**src/design/pts_pkg.sv**
```systemverilog
// Package for the priority task scheduler: opcodes, status codes, entry states,
// controller command/status structs. No dependencies.
package pts_pkg;
    localparam int MaxEntriesDef = 16;

    localparam logic [3:0] OP_INIT    = 4'd0;
    localparam logic [3:0] OP_CREATE  = 4'd1;
    localparam logic [3:0] OP_DELETE  = 4'd2;
    localparam logic [3:0] OP_SUSPEND = 4'd3;
    localparam logic [3:0] OP_RESUME  = 4'd4;
    localparam logic [3:0] OP_SETPER  = 4'd5;
    localparam logic [3:0] OP_SETPRI  = 4'd6;
    localparam logic [3:0] OP_DELAY   = 4'd7;
    localparam logic [3:0] OP_DISP    = 4'd8;
    localparam logic [3:0] OP_COMPL   = 4'd9;
    localparam logic [3:0] OP_WAKE    = 4'd10;
    localparam logic [3:0] OP_STSP    = 4'd11;
    localparam logic [3:0] OP_STATS   = 4'd12;

    localparam logic [2:0] S_OK      = 3'd0;
    localparam logic [2:0] S_NOINIT  = 3'd1;
    localparam logic [2:0] S_FULL    = 3'd2;
    localparam logic [2:0] S_NOTASK  = 3'd3;
    localparam logic [2:0] S_BADST   = 3'd4;
    localparam logic [2:0] S_NORUN   = 3'd5;

    localparam logic [1:0] ST_READY     = 2'd0;
    localparam logic [1:0] ST_RUNNING   = 2'd1;
    localparam logic [1:0] ST_BLOCKED   = 2'd2;
    localparam logic [1:0] ST_SUSPENDED = 2'd3;

    localparam logic [31:0] LOWEST_PRIO = 32'hFFFF_FFFF;

    // controller -> datapath
    typedef struct packed {
        logic load;     // capture input beat, start command
        logic step;     // one scan / shift step
        logic finish;   // apply end-of-command updates, load result register
    } t_cmd;

    // datapath -> controller
    typedef struct packed {
        logic scan;     // command needs a scan
        logic last;     // scan at last element
    } t_stat;
endpackage

```
**src/design/pts_ctrl.sv**
```systemverilog
// Controller for the priority task scheduler: sequences load, scan, finish
// and output. Depends on pts_pkg.
module pts_ctrl
    import pts_pkg::*;
(
    input  logic  i_clk,
    input  logic  i_rst_n,
    input  logic  i_in_valid,
    output logic  o_in_ready,
    input  logic  i_out_ready,
    output logic  o_out_valid,
    input  t_stat i_stat,
    output t_cmd  o_cmd
);
    localparam logic [1:0] C_IDLE = 2'd0, C_DEC = 2'd1, C_SCAN = 2'd2, C_FIN = 2'd3;
    logic [1:0] r_st, n_st;
    logic r_ov, n_ov;

    always_comb begin
        n_st = r_st;
        n_ov = r_ov;
        o_cmd = '0;
        if (r_ov && i_out_ready) n_ov = 1'b0;
        case (r_st)
            C_IDLE: begin
                if (i_in_valid) begin
                    o_cmd.load = 1'b1;
                    n_st = C_DEC;
                end
            end
            C_DEC: n_st = i_stat.scan ? C_SCAN : C_FIN;
            C_SCAN: begin
                o_cmd.step = 1'b1;
                if (i_stat.last) n_st = C_FIN;
            end
            C_FIN: begin
                if (!r_ov || i_out_ready) begin
                    o_cmd.finish = 1'b1;
                    n_ov = 1'b1;
                    n_st = C_IDLE;
                end
            end
            default: n_st = C_IDLE;
        endcase
    end

    always_ff @(posedge i_clk) begin
        if (!i_rst_n) begin
            r_st <= C_IDLE;
            r_ov <= 1'b0;
        end else begin
            r_st <= n_st;
            r_ov <= n_ov;
        end
    end

    assign o_in_ready  = (r_st == C_IDLE);
    assign o_out_valid = r_ov;

    a_fin_only_from_fin: assert property (@(posedge i_clk) disable iff (!i_rst_n)
        o_cmd.finish |-> r_st == C_FIN) else $error("finish outside FIN");
    a_load_idle: assert property (@(posedge i_clk) disable iff (!i_rst_n)
        o_cmd.load |=> r_st == C_DEC) else $error("load did not decode");
    a_no_overwrite: assert property (@(posedge i_clk) disable iff (!i_rst_n)
        (r_ov && !i_out_ready) |=> r_ov) else $error("result lost");
endmodule

```
**src/design/pts_dp.sv**
```systemverilog
// Datapath for the priority task scheduler: task table, counters, one-entry
// per cycle scan for wake/dispatch/delete, result register. Depends on pts_pkg.
module pts_dp
    import pts_pkg::*;
#(
    parameter int MAX_ENTRIES = MaxEntriesDef
) (
    input  logic        i_clk,
    input  logic        i_rst_n,
    input  logic        i_cfg_we,
    input  logic [4:0]  i_cfg_data,
    input  logic [3:0]  i_opcode,
    input  logic [3:0]  i_entry_sel,
    input  logic [31:0] i_prio,
    input  logic [31:0] i_period,
    input  logic [31:0] i_delay,
    input  logic [31:0] i_now,
    input  t_cmd        i_cmd,
    output t_stat       o_stat,
    output logic [2:0]  o_status,
    output logic [3:0]  o_res_idx,
    output logic        o_disp,
    output logic [31:0] o_runs,
    output logic [31:0] o_sw,
    output logic [31:0] o_idl
);
    localparam int IW = $clog2(MAX_ENTRIES);
    localparam int CW = $clog2(MAX_ENTRIES + 1);

    logic [31:0] r_pri [MAX_ENTRIES];
    logic [31:0] r_per [MAX_ENTRIES];
    logic [31:0] r_wake[MAX_ENTRIES];
    logic [31:0] r_runs[MAX_ENTRIES];
    logic [1:0]  r_est [MAX_ENTRIES];
    logic        r_idle[MAX_ENTRIES];

    logic [CW-1:0] r_used;
    logic [IW-1:0] r_run;
    logic r_rdy, r_sch;
    logic [31:0] r_dtime, r_swc, r_idc;
    logic [4:0] r_lim;

    logic [3:0]  r_op, r_tix;
    logic [31:0] r_prio, r_perq, r_dly, r_now;
    logic [CW-1:0] r_i;        // scan pointer
    logic r_found;
    logic [IW-1:0] r_best;
    logic [31:0] r_bestp;

    logic [CW-1:0] lim_eff;
    assign lim_eff = (32'(r_lim) > MAX_ENTRIES) ? CW'(MAX_ENTRIES) : CW'(r_lim);

    logic valid_ix, run_ok, gate, needs_scan, busy;
    logic [IW-1:0] tix, ii;
    assign tix = IW'(r_tix);
    assign valid_ix = (32'(r_tix) < 32'(r_used)) && (32'(r_tix) < MAX_ENTRIES);
    assign run_ok = CW'(r_run) < r_used;
    assign gate = !r_rdy && r_op != OP_INIT && r_op <= OP_STATS &&
                  !(r_op == OP_STSP && !r_tix[0]);
    assign busy = run_ok && r_est[r_run] == ST_RUNNING;
    assign needs_scan = !gate && ((r_op == OP_WAKE) ||
        (r_op == OP_DISP && r_sch && !busy) ||
        (r_op == OP_DELETE && valid_ix && CW'(r_tix) + 1'b1 != r_used));
    assign ii = r_i[IW-1:0];

    // scan runs pointer from start to used-1 (delete: to used-2)
    logic [CW-1:0] scan_end;
    assign scan_end = (r_op == OP_DELETE) ? r_used - CW'(2) : r_used - CW'(1);
    assign o_stat.scan = needs_scan && r_used != '0;
    assign o_stat.last = (r_i >= scan_end);

    logic exp_i;
    assign exp_i = r_est[ii] == ST_BLOCKED && r_now >= r_wake[ii];

    always_ff @(posedge i_clk) begin
        if (!i_rst_n) begin
            r_lim <= 5'd16;
        end else if (i_cfg_we) begin
            r_lim <= i_cfg_data;
        end
    end

    // captured command and dispatch candidate tracking
    always_ff @(posedge i_clk) begin
        if (i_cmd.load) begin
            r_op <= i_opcode; r_tix <= i_entry_sel; r_prio <= i_prio;
            r_perq <= i_period; r_dly <= i_delay; r_now <= i_now;
            r_i <= (i_opcode == OP_DELETE) ? CW'(i_entry_sel) : '0;
            r_found <= 1'b0;
            r_best <= '0;
            r_bestp <= '0;
        end else if (i_cmd.step) begin
            r_i <= r_i + 1'b1;
            if (r_op == OP_DISP && (r_est[ii] == ST_READY || exp_i) &&
                (!r_found || r_pri[ii] < r_bestp)) begin
                r_found <= 1'b1; r_best <= ii; r_bestp <= r_pri[ii];
            end
        end
    end

    // table: scan/shift steps, then per-opcode updates and result at finish
    always_ff @(posedge i_clk) begin
        if (!i_rst_n) begin
            r_used <= '0; r_run <= '0; r_rdy <= 1'b0; r_sch <= 1'b0;
            r_dtime <= '0; r_swc <= '0; r_idc <= '0;
        end else if (i_cmd.step) begin
            if (r_op == OP_DELETE) begin
                r_pri[ii] <= r_pri[ii+1'b1]; r_per[ii] <= r_per[ii+1'b1];
                r_wake[ii] <= r_wake[ii+1'b1]; r_runs[ii] <= r_runs[ii+1'b1];
                r_est[ii] <= r_est[ii+1'b1]; r_idle[ii] <= r_idle[ii+1'b1];
            end else if (exp_i) begin
                r_est[ii] <= ST_READY;
            end
        end else if (i_cmd.finish) begin
            o_status <= S_OK; o_res_idx <= '0; o_disp <= 1'b0;
            o_runs <= '0; o_sw <= '0; o_idl <= '0;
            if (gate) begin
                o_status <= S_NOINIT;
            end else begin
                case (r_op)
                    OP_INIT: begin
                        if (lim_eff == '0) o_status <= S_FULL;
                        else begin
                            r_used <= CW'(1); r_run <= '0; r_swc <= '0; r_idc <= '0;
                            r_dtime <= '0; r_sch <= 1'b0; r_rdy <= 1'b1;
                            r_pri[0] <= LOWEST_PRIO; r_per[0] <= '0; r_wake[0] <= r_now;
                            r_runs[0] <= '0; r_est[0] <= ST_READY; r_idle[0] <= 1'b1;
                        end
                    end
                    OP_CREATE: begin
                        if (r_used >= lim_eff) o_status <= S_FULL;
                        else begin
                            r_pri[IW'(r_used)] <= r_prio; r_per[IW'(r_used)] <= r_perq;
                            r_wake[IW'(r_used)] <= r_now; r_runs[IW'(r_used)] <= '0;
                            r_est[IW'(r_used)] <= ST_READY; r_idle[IW'(r_used)] <= 1'b0;
                            o_res_idx <= 4'(r_used);
                            r_used <= r_used + 1'b1;
                        end
                    end
                    OP_DELETE: begin
                        if (!valid_ix) o_status <= S_NOTASK;
                        else begin
                            if (CW'(r_tix) + 1'b1 != r_used && r_run > tix)
                                r_run <= r_run - 1'b1;
                            r_used <= r_used - 1'b1;
                        end
                    end
                    OP_SUSPEND: begin
                        if (!valid_ix) o_status <= S_NOTASK;
                        else r_est[tix] <= ST_SUSPENDED;
                    end
                    OP_RESUME: begin
                        if (!valid_ix) o_status <= S_NOTASK;
                        else if (r_est[tix] != ST_SUSPENDED) o_status <= S_BADST;
                        else begin
                            r_est[tix] <= ST_READY; r_wake[tix] <= r_now;
                        end
                    end
                    OP_SETPER: begin
                        if (!valid_ix) o_status <= S_NOTASK;
                        else r_per[tix] <= r_perq;
                    end
                    OP_SETPRI: begin
                        if (!valid_ix) o_status <= S_NOTASK;
                        else r_pri[tix] <= r_prio;
                    end
                    OP_DELAY: begin
                        if (!r_sch) o_status <= S_NORUN;
                        else if (!run_ok) o_status <= S_NOTASK;
                        else begin
                            r_est[r_run] <= ST_BLOCKED; r_wake[r_run] <= r_now + r_dly;
                        end
                    end
                    OP_DISP: begin
                        if (!r_sch) o_status <= S_NORUN;
                        else if (busy) o_status <= S_BADST;
                        else if (!r_found) o_status <= S_NORUN;
                        else begin
                            r_run <= r_best; r_est[r_best] <= ST_RUNNING;
                            r_runs[r_best] <= r_runs[r_best] + 1'b1;
                            r_swc <= r_swc + 1'b1;
                            if (r_idle[r_best]) r_idc <= r_idc + 1'b1;
                            r_dtime <= r_now;
                            o_res_idx <= 4'(r_best); o_disp <= 1'b1;
                        end
                    end
                    OP_COMPL: begin
                        if (!run_ok) o_status <= S_NOTASK;
                        else begin
                            o_res_idx <= 4'(r_run);
                            if (r_est[r_run] == ST_RUNNING) begin
                                if (r_per[r_run] != '0) begin
                                    r_wake[r_run] <= r_dtime + r_per[r_run];
                                    r_est[r_run] <= ST_BLOCKED;
                                end else r_est[r_run] <= ST_READY;
                            end
                        end
                    end
                    OP_STSP: r_sch <= r_tix[0];
                    OP_STATS: begin
                        o_sw <= r_swc; o_idl <= r_idc;
                        if (!valid_ix) o_status <= S_NOTASK;
                        else o_runs <= r_runs[tix];
                    end
                    default: ;
                endcase
            end
        end
    end

    a_used_bound: assert property (@(posedge i_clk) disable iff (!i_rst_n)
        r_used <= CW'(MAX_ENTRIES)) else $error("table overflow");
    a_disp_found: assert property (@(posedge i_clk) disable iff (!i_rst_n)
        (i_cmd.finish && r_op == OP_DISP && r_sch && !busy && !gate && r_found)
        |=> o_disp) else $error("dispatch lost");
    a_rdy_sticky: assert property (@(posedge i_clk) disable iff (!i_rst_n)
        $past(r_rdy) |-> r_rdy) else $error("ready flag dropped");
endmodule

```
**src/design/priority_task_scheduler.sv**
```systemverilog
// Top level of the priority task scheduler: channels, config register and
// wiring of pts_ctrl and pts_dp. Depends on pts_pkg.
//
// Usage: one command beat on the slave stream, one result beat on the master
// stream. s_axis_tuser carries the opcode; s_axis_tdata carries entry_sel,
// priority_req, period, delay_ticks and now from bit 0 up, zero padded.
// m_axis_tdata = status_code, result_index, dispatched, task_runs,
// switch_total, idle_total from bit 0 up.
// Sequence: the accepted beat is captured, decoded in DEC and, for wake,
// dispatch and delete, scanned in SCAN over every used entry (delete: each
// entry shifted, up to MAX_ENTRIES-1) by the single-entry-per-cycle scan in
// the datapath; FIN then loads the output register behind m_axis_tvalid.
// One command at a time: the next is accepted only back in idle.
// A result waits in the output register while the sink stalls; the next
// command is accepted and decoded meanwhile and finishes once the register
// is free. The user writes task_limit through i_cfg_we/i_cfg_data only
// while idle; the block itself does not enforce this.
// Reset (synchronous, active low) empties the table, clears the counters,
// stops scheduling, marks the block uninitialized and sets task_limit to 16.
module priority_task_scheduler
    import pts_pkg::*;
#(
    parameter int MAX_ENTRIES = MaxEntriesDef
) (
    input  logic         i_clk,
    input  logic         i_rst_n,
    input  logic         i_cfg_we,
    input  logic [4:0]   i_cfg_data,
    input  logic         s_axis_tvalid,
    output logic         s_axis_tready,
    input  logic [3:0]   s_axis_tuser,  // opcode
    input  logic [135:0] s_axis_tdata,  // entry_sel, priority_req, period,
                                        // delay_ticks, now
    output logic         m_axis_tvalid,
    input  logic         m_axis_tready,
    output logic [103:0] m_axis_tdata   // status_code, result_index, dispatched,
                                        // task_runs, switch_total, idle_total
);
    t_cmd  cmd;
    t_stat stat;
    logic [2:0]  status;
    logic [3:0]  ridx;
    logic        disp;
    logic [31:0] runs, sw, idl;

    pts_ctrl u_ctrl (
        .i_clk(i_clk), .i_rst_n(i_rst_n),
        .i_in_valid(s_axis_tvalid), .o_in_ready(s_axis_tready),
        .i_out_ready(m_axis_tready), .o_out_valid(m_axis_tvalid),
        .i_stat(stat), .o_cmd(cmd)
    );

    pts_dp #(.MAX_ENTRIES(MAX_ENTRIES)) u_dp (
        .i_clk(i_clk), .i_rst_n(i_rst_n),
        .i_cfg_we(i_cfg_we), .i_cfg_data(i_cfg_data),
        .i_opcode(s_axis_tuser), .i_entry_sel(s_axis_tdata[3:0]),
        .i_prio(s_axis_tdata[35:4]), .i_period(s_axis_tdata[67:36]),
        .i_delay(s_axis_tdata[99:68]), .i_now(s_axis_tdata[131:100]),
        .i_cmd(cmd), .o_stat(stat),
        .o_status(status), .o_res_idx(ridx), .o_disp(disp),
        .o_runs(runs), .o_sw(sw), .o_idl(idl)
    );

    assign m_axis_tdata = {idl, sw, runs, disp, ridx, status};
endmodule

```
**config.mk**
```make
export PLATFORM = sky130hd
export DESIGN_NAME = priority_task_scheduler
export DESIGN_NICKNAME = d
export VERILOG_FILES = /design/src/design/pts_pkg.sv /design/src/design/pts_ctrl.sv /design/src/design/pts_dp.sv /design/src/design/priority_task_scheduler.sv
export SDC_FILE = /design/constraint.sdc
export NUM_CORES = 2
export LEC_CHECK = 0
export BUFFER_PORTS_ARGS = -buffer_cell sky130_fd_sc_hd__buf_4
export CAP_MARGIN = 20
export CORE_MARGIN = 2
export CORE_UTILIZATION = 50
export CTS_CLUSTER_DIAMETER = 50
export DETAILED_ROUTE_END_ITERATION = 16
export PLACE_DENSITY = 0.71
export SETUP_SLACK_MARGIN = 0.1
export SLEW_MARGIN = 15
export SYNTH_ARGS = -nofsm -noshare
export SYNTH_HDL_FRONTEND = slang
export SYNTH_SLANG_ARGS = --single-unit
```
**constraint.sdc**
```tcl
create_clock -name i_clk -period 17.4 [get_ports i_clk]
set_input_delay 3.48 -clock i_clk [delete_from_list [all_inputs] [get_ports i_clk]]
set_output_delay 3.48 -clock i_clk [all_outputs]
set_load 0.01 [all_outputs]
```
==> metrics.txt <==
status finished, final reports clean; mux cell area share after synthesis 25.6%; Synth Warn # 0; drc violations 0; placed cell count around 10000; Final #Nets approximately 8000; TritonCTS clock tree done; postcts setup bufs 0; die extent in y 500 um; vias in the first global route between 70000 and 80000; clock sink total ~2500; flops & latches, synth 2509; CP Class in -> reg; Post-Syn Area roughly 0.12 sq mm; Fmax 0.127 GHz; first-pass GRT wire length slightly above 500000 um; Vias per Instance approximately 7; area of the die 0.250 sq mm; Final ANT Viol Nets 0; clock buffer count from CTS approximately 310; first-pass iteration count of the detailed router 9; crit path DAT between 8 and 9 ns; die extent in x 500 um; Crit. End Element register; share of layout cells above drive strength 1 about a third; core area between 0.2 and 0.25 sq mm; worst relative slew slack 22.2%; Post-DP HPWL 195000 um; Post-synth EDFFs 2341; Max Root-Sink Buffers 4; Post-CTS Resized 0; FFs w/ async S/R, synth 0%; simple-gate share of the synthesized area 5.81%; final WL roughly 350000 um; Critical Path RT 17.97 ns; root buf cell clkbuf_16; post-synth cell types 87; number of port buffers approximately 250; grt total ovfl 0; IR drop worst, VDD ~0.00034 V; crit-path max FO 32; max-slew violations 0; setup TNS 0 ns; htree depth 5; area grow syn2layout 13.1%; io pins 256; period utilisation layout between 40% and 50%; final hold violations 0; largest net degree at the start of global routing around 130; Power Density roughly 190 mW/mm^2; Final Skew between 0.06 and 0.07 ns; via count 75061; Initial Util around half; Finish-stage setup viols 0; Lkg Pwr about 0.045 uW; CP Launch Type input port; R2R Setup Slk around 9.9 ns; unrepaired setup endpoints after global routing no; fin crit period 7.85 ns; largest family of logic cells by synthesized area multiplexers; max-cap violations 0; cells after synthesis about 7200; XOR/XNOR share of the synthesized area 1.07%; Routability Congestion 0.936; Worst Setup Slack, final 9.55 ns; # rows between 150 and 200; HP Class reg -> reg; adder-cell area share of the yosys netlist under 10%; most common flop cell mapped by yosys edfxtp_1; syn_nets between 7000 and 8000; post-synthesis compound-gate area fraction under 10%; Clock transition at path regs 0.06 ns; slew of the pin with the lowest slew margin between 1 and 1.5 ns; Seq/Total Area, Yosys around three fifths; average wire per standard cell 31.5 um; # hold bufs at CTS 0; clock latency on the worst-skew pair just under 1 ns; Tot GR Track Use 27.3%; Post-Layout Cell Count between 10000 and 15000; syn avg cell area 17.1 sq um; final core utilization between 50 and 60%; initial antenna violation count 12; Place WS around 8.6 ns; DRT iter0 DRCs approximately 10000
-- path summary, 6_finish.rpt --
check / from / to / depth (start not counted)
max: m_axis_tready / u_dp.r_wake[14][20]$_DFFE_PP_ / 12
min reg2reg: u_dp.r_dtime[28]$_SDFFE_PN0P_ / u_dp.r_dtime[28]$_SDFFE_PN0P_ / 2
min: u_dp.r_dtime[28]$_SDFFE_PN0P_ / u_dp.r_dtime[28]$_SDFFE_PN0P_ / 2
max reg2reg: register / u_dp.r_bestp[8]$_SDFFE_PP0P_ / 18
-- synth_stat cells, types with 6 or more instances --
cell,instances,share of area [%]
o22a_1,29,0.21
buf_1,114,0.35
a21oi_1,180,0.73
or3_1,9,0.046
a22oi_1,69,0.42
nand3b_1,8,0.049
a22o_1,6,0.043
nand3_1,254,1.0
a2111oi_0,8,0.057
nor4_1,16,0.081
a211o_1,6,0.043
a21boi_0,10,0.061
and3_1,96,0.49
nand4_1,29,0.15
mux4_2,1365,25
a211oi_1,33,0.20
buf_2,57,0.23
o31ai_1,10,0.061
clkbuf_1,309,0.94
ha_1,162,1.6
xnor2_1,65,0.46
mux2_2,17,0.16
xor2_1,86,0.61
o211ai_1,31,0.19
nand2_1,588,1.8
inv_1,122,0.37
o21a_1,14,0.085
o22ai_1,18,0.091
o21ai_0,165,0.67
nor2_1,325,0.99
edfxtp_1,2341,57
buf_4,19,0.12
a21o_1,46,0.28
mux2i_1,64,0.52
dfxtp_1,168,2.7
and4_1,10,0.071
nor2b_1,36,0.18
and2_1,80,0.41
a31oi_1,49,0.25
nor3_1,46,0.19
nand2b_1,24,0.12
-- metal layers --
layer	vias up	GRT usage, %	wire [um]
met3	775	6.05	37400
met1	39036	37.9	131000
met5	-	0	19
li1	30394	-	-
met4	2	10.5	13800
met2	4854	42.7	163000
-- placed cells by master, fill, tap and decap left out, types with 36 or more instances in the layout --
cell	n
a21o_1	46
a21oi_1	179
a22oi_1	69
a31oi_1	49
and2_1	80
and3_1	96
buf_4	465
clkbuf_1	61
clkbuf_16	312
clkinv_2	37
dfxtp_1	158
edfxtp_1	2341
ha_1	161
inv_1	118
mux2i_1	63
mux4_2	1365
nand2_1	585
nand3_1	254
nor2_1	271
nor2_4	53
nor2b_1	36
nor3_1	43
o21ai_0	157
xnor2_1	63
xor2_1	84
-- flip-flops by register name, indices dropped and copies added, names as in the netlist, 16 cells and up, named ones only --
signal        cells
u_dp.r_runs     512
u_dp.r_swc       32
u_dp.r_perq      32
u_dp.r_dly       32
u_dp.o_idl       32
u_dp.o_sw        32
u_dp.r_bestp     32
u_dp.r_dtime     32
u_dp.r_now       32
u_dp.r_est       32
u_dp.r_wake     512
u_dp.o_runs      32
u_dp.r_prio      32
u_dp.r_idle      16
u_dp.r_idc       32
u_dp.r_pri      512
u_dp.r_per      512
-- report_power, final --
group / internal, uW / switching [uW] / leakage (uW)
Clock: 3650 / 2510 / 0.00470
Combinational: 4480 / 6460 / 0.0179
Sequential: 9350 / 232 / 0.0224
Total: 17500 / 9200 / 0.0450
-- cell type report --
cell class | count | area (sq um)
Antenna cell | 5 | 12.5
Multi-Input combinational cell | 4060 | 47600
Tap cell | 3220 | 4030
Inverter | 125 | 473
Sequential cell | 2509 | 73700
Clock buffer | 382 | 8160
Clock inverter | 159 | 1560
Fill cell | 18317 | 106000
Timing Repair Buffer | 496 | 3760
-- through the flow --
stage	hold slack (ns)	total power (uW)	area (sq um)
after CTS	0.458	26700	139000
after detailed placement	0.449	20500	130000
final	0.459	26700	139000
after global placement	0.443	20200	129000
after global routing	0.476	27900	139000
after floorplan	0.436	17100	123000
-- critical path, cell delays in order --
cell and delay, ns:
buf_4 0.15, nand2b_1 0.17, nand4b_1 0.25, inv_4 0.44
o21ai_1 0.39, nor2_1 0.69, a211oi_1 0.35, o22ai_1 0.94
a21oi_1 0.14, a31oi_1 0.78, o32ai_4 0.19, buf_4 0.38
-- kinds of logic after synthesis --
| group | count (synthesis) |
|---|---|
| buffers and inverters | 629 |
| multiplexers | 1446 |
| AO/OA/AOI/OAI | 745 |
| AND/OR/NAND/NOR | 1554 |
| XOR/XNOR | 151 |
| adder cells (fa/ha/maj) | 164 |
| flip-flops | 2509 |
Note: power is estimated with default switching activity, not from simulation.
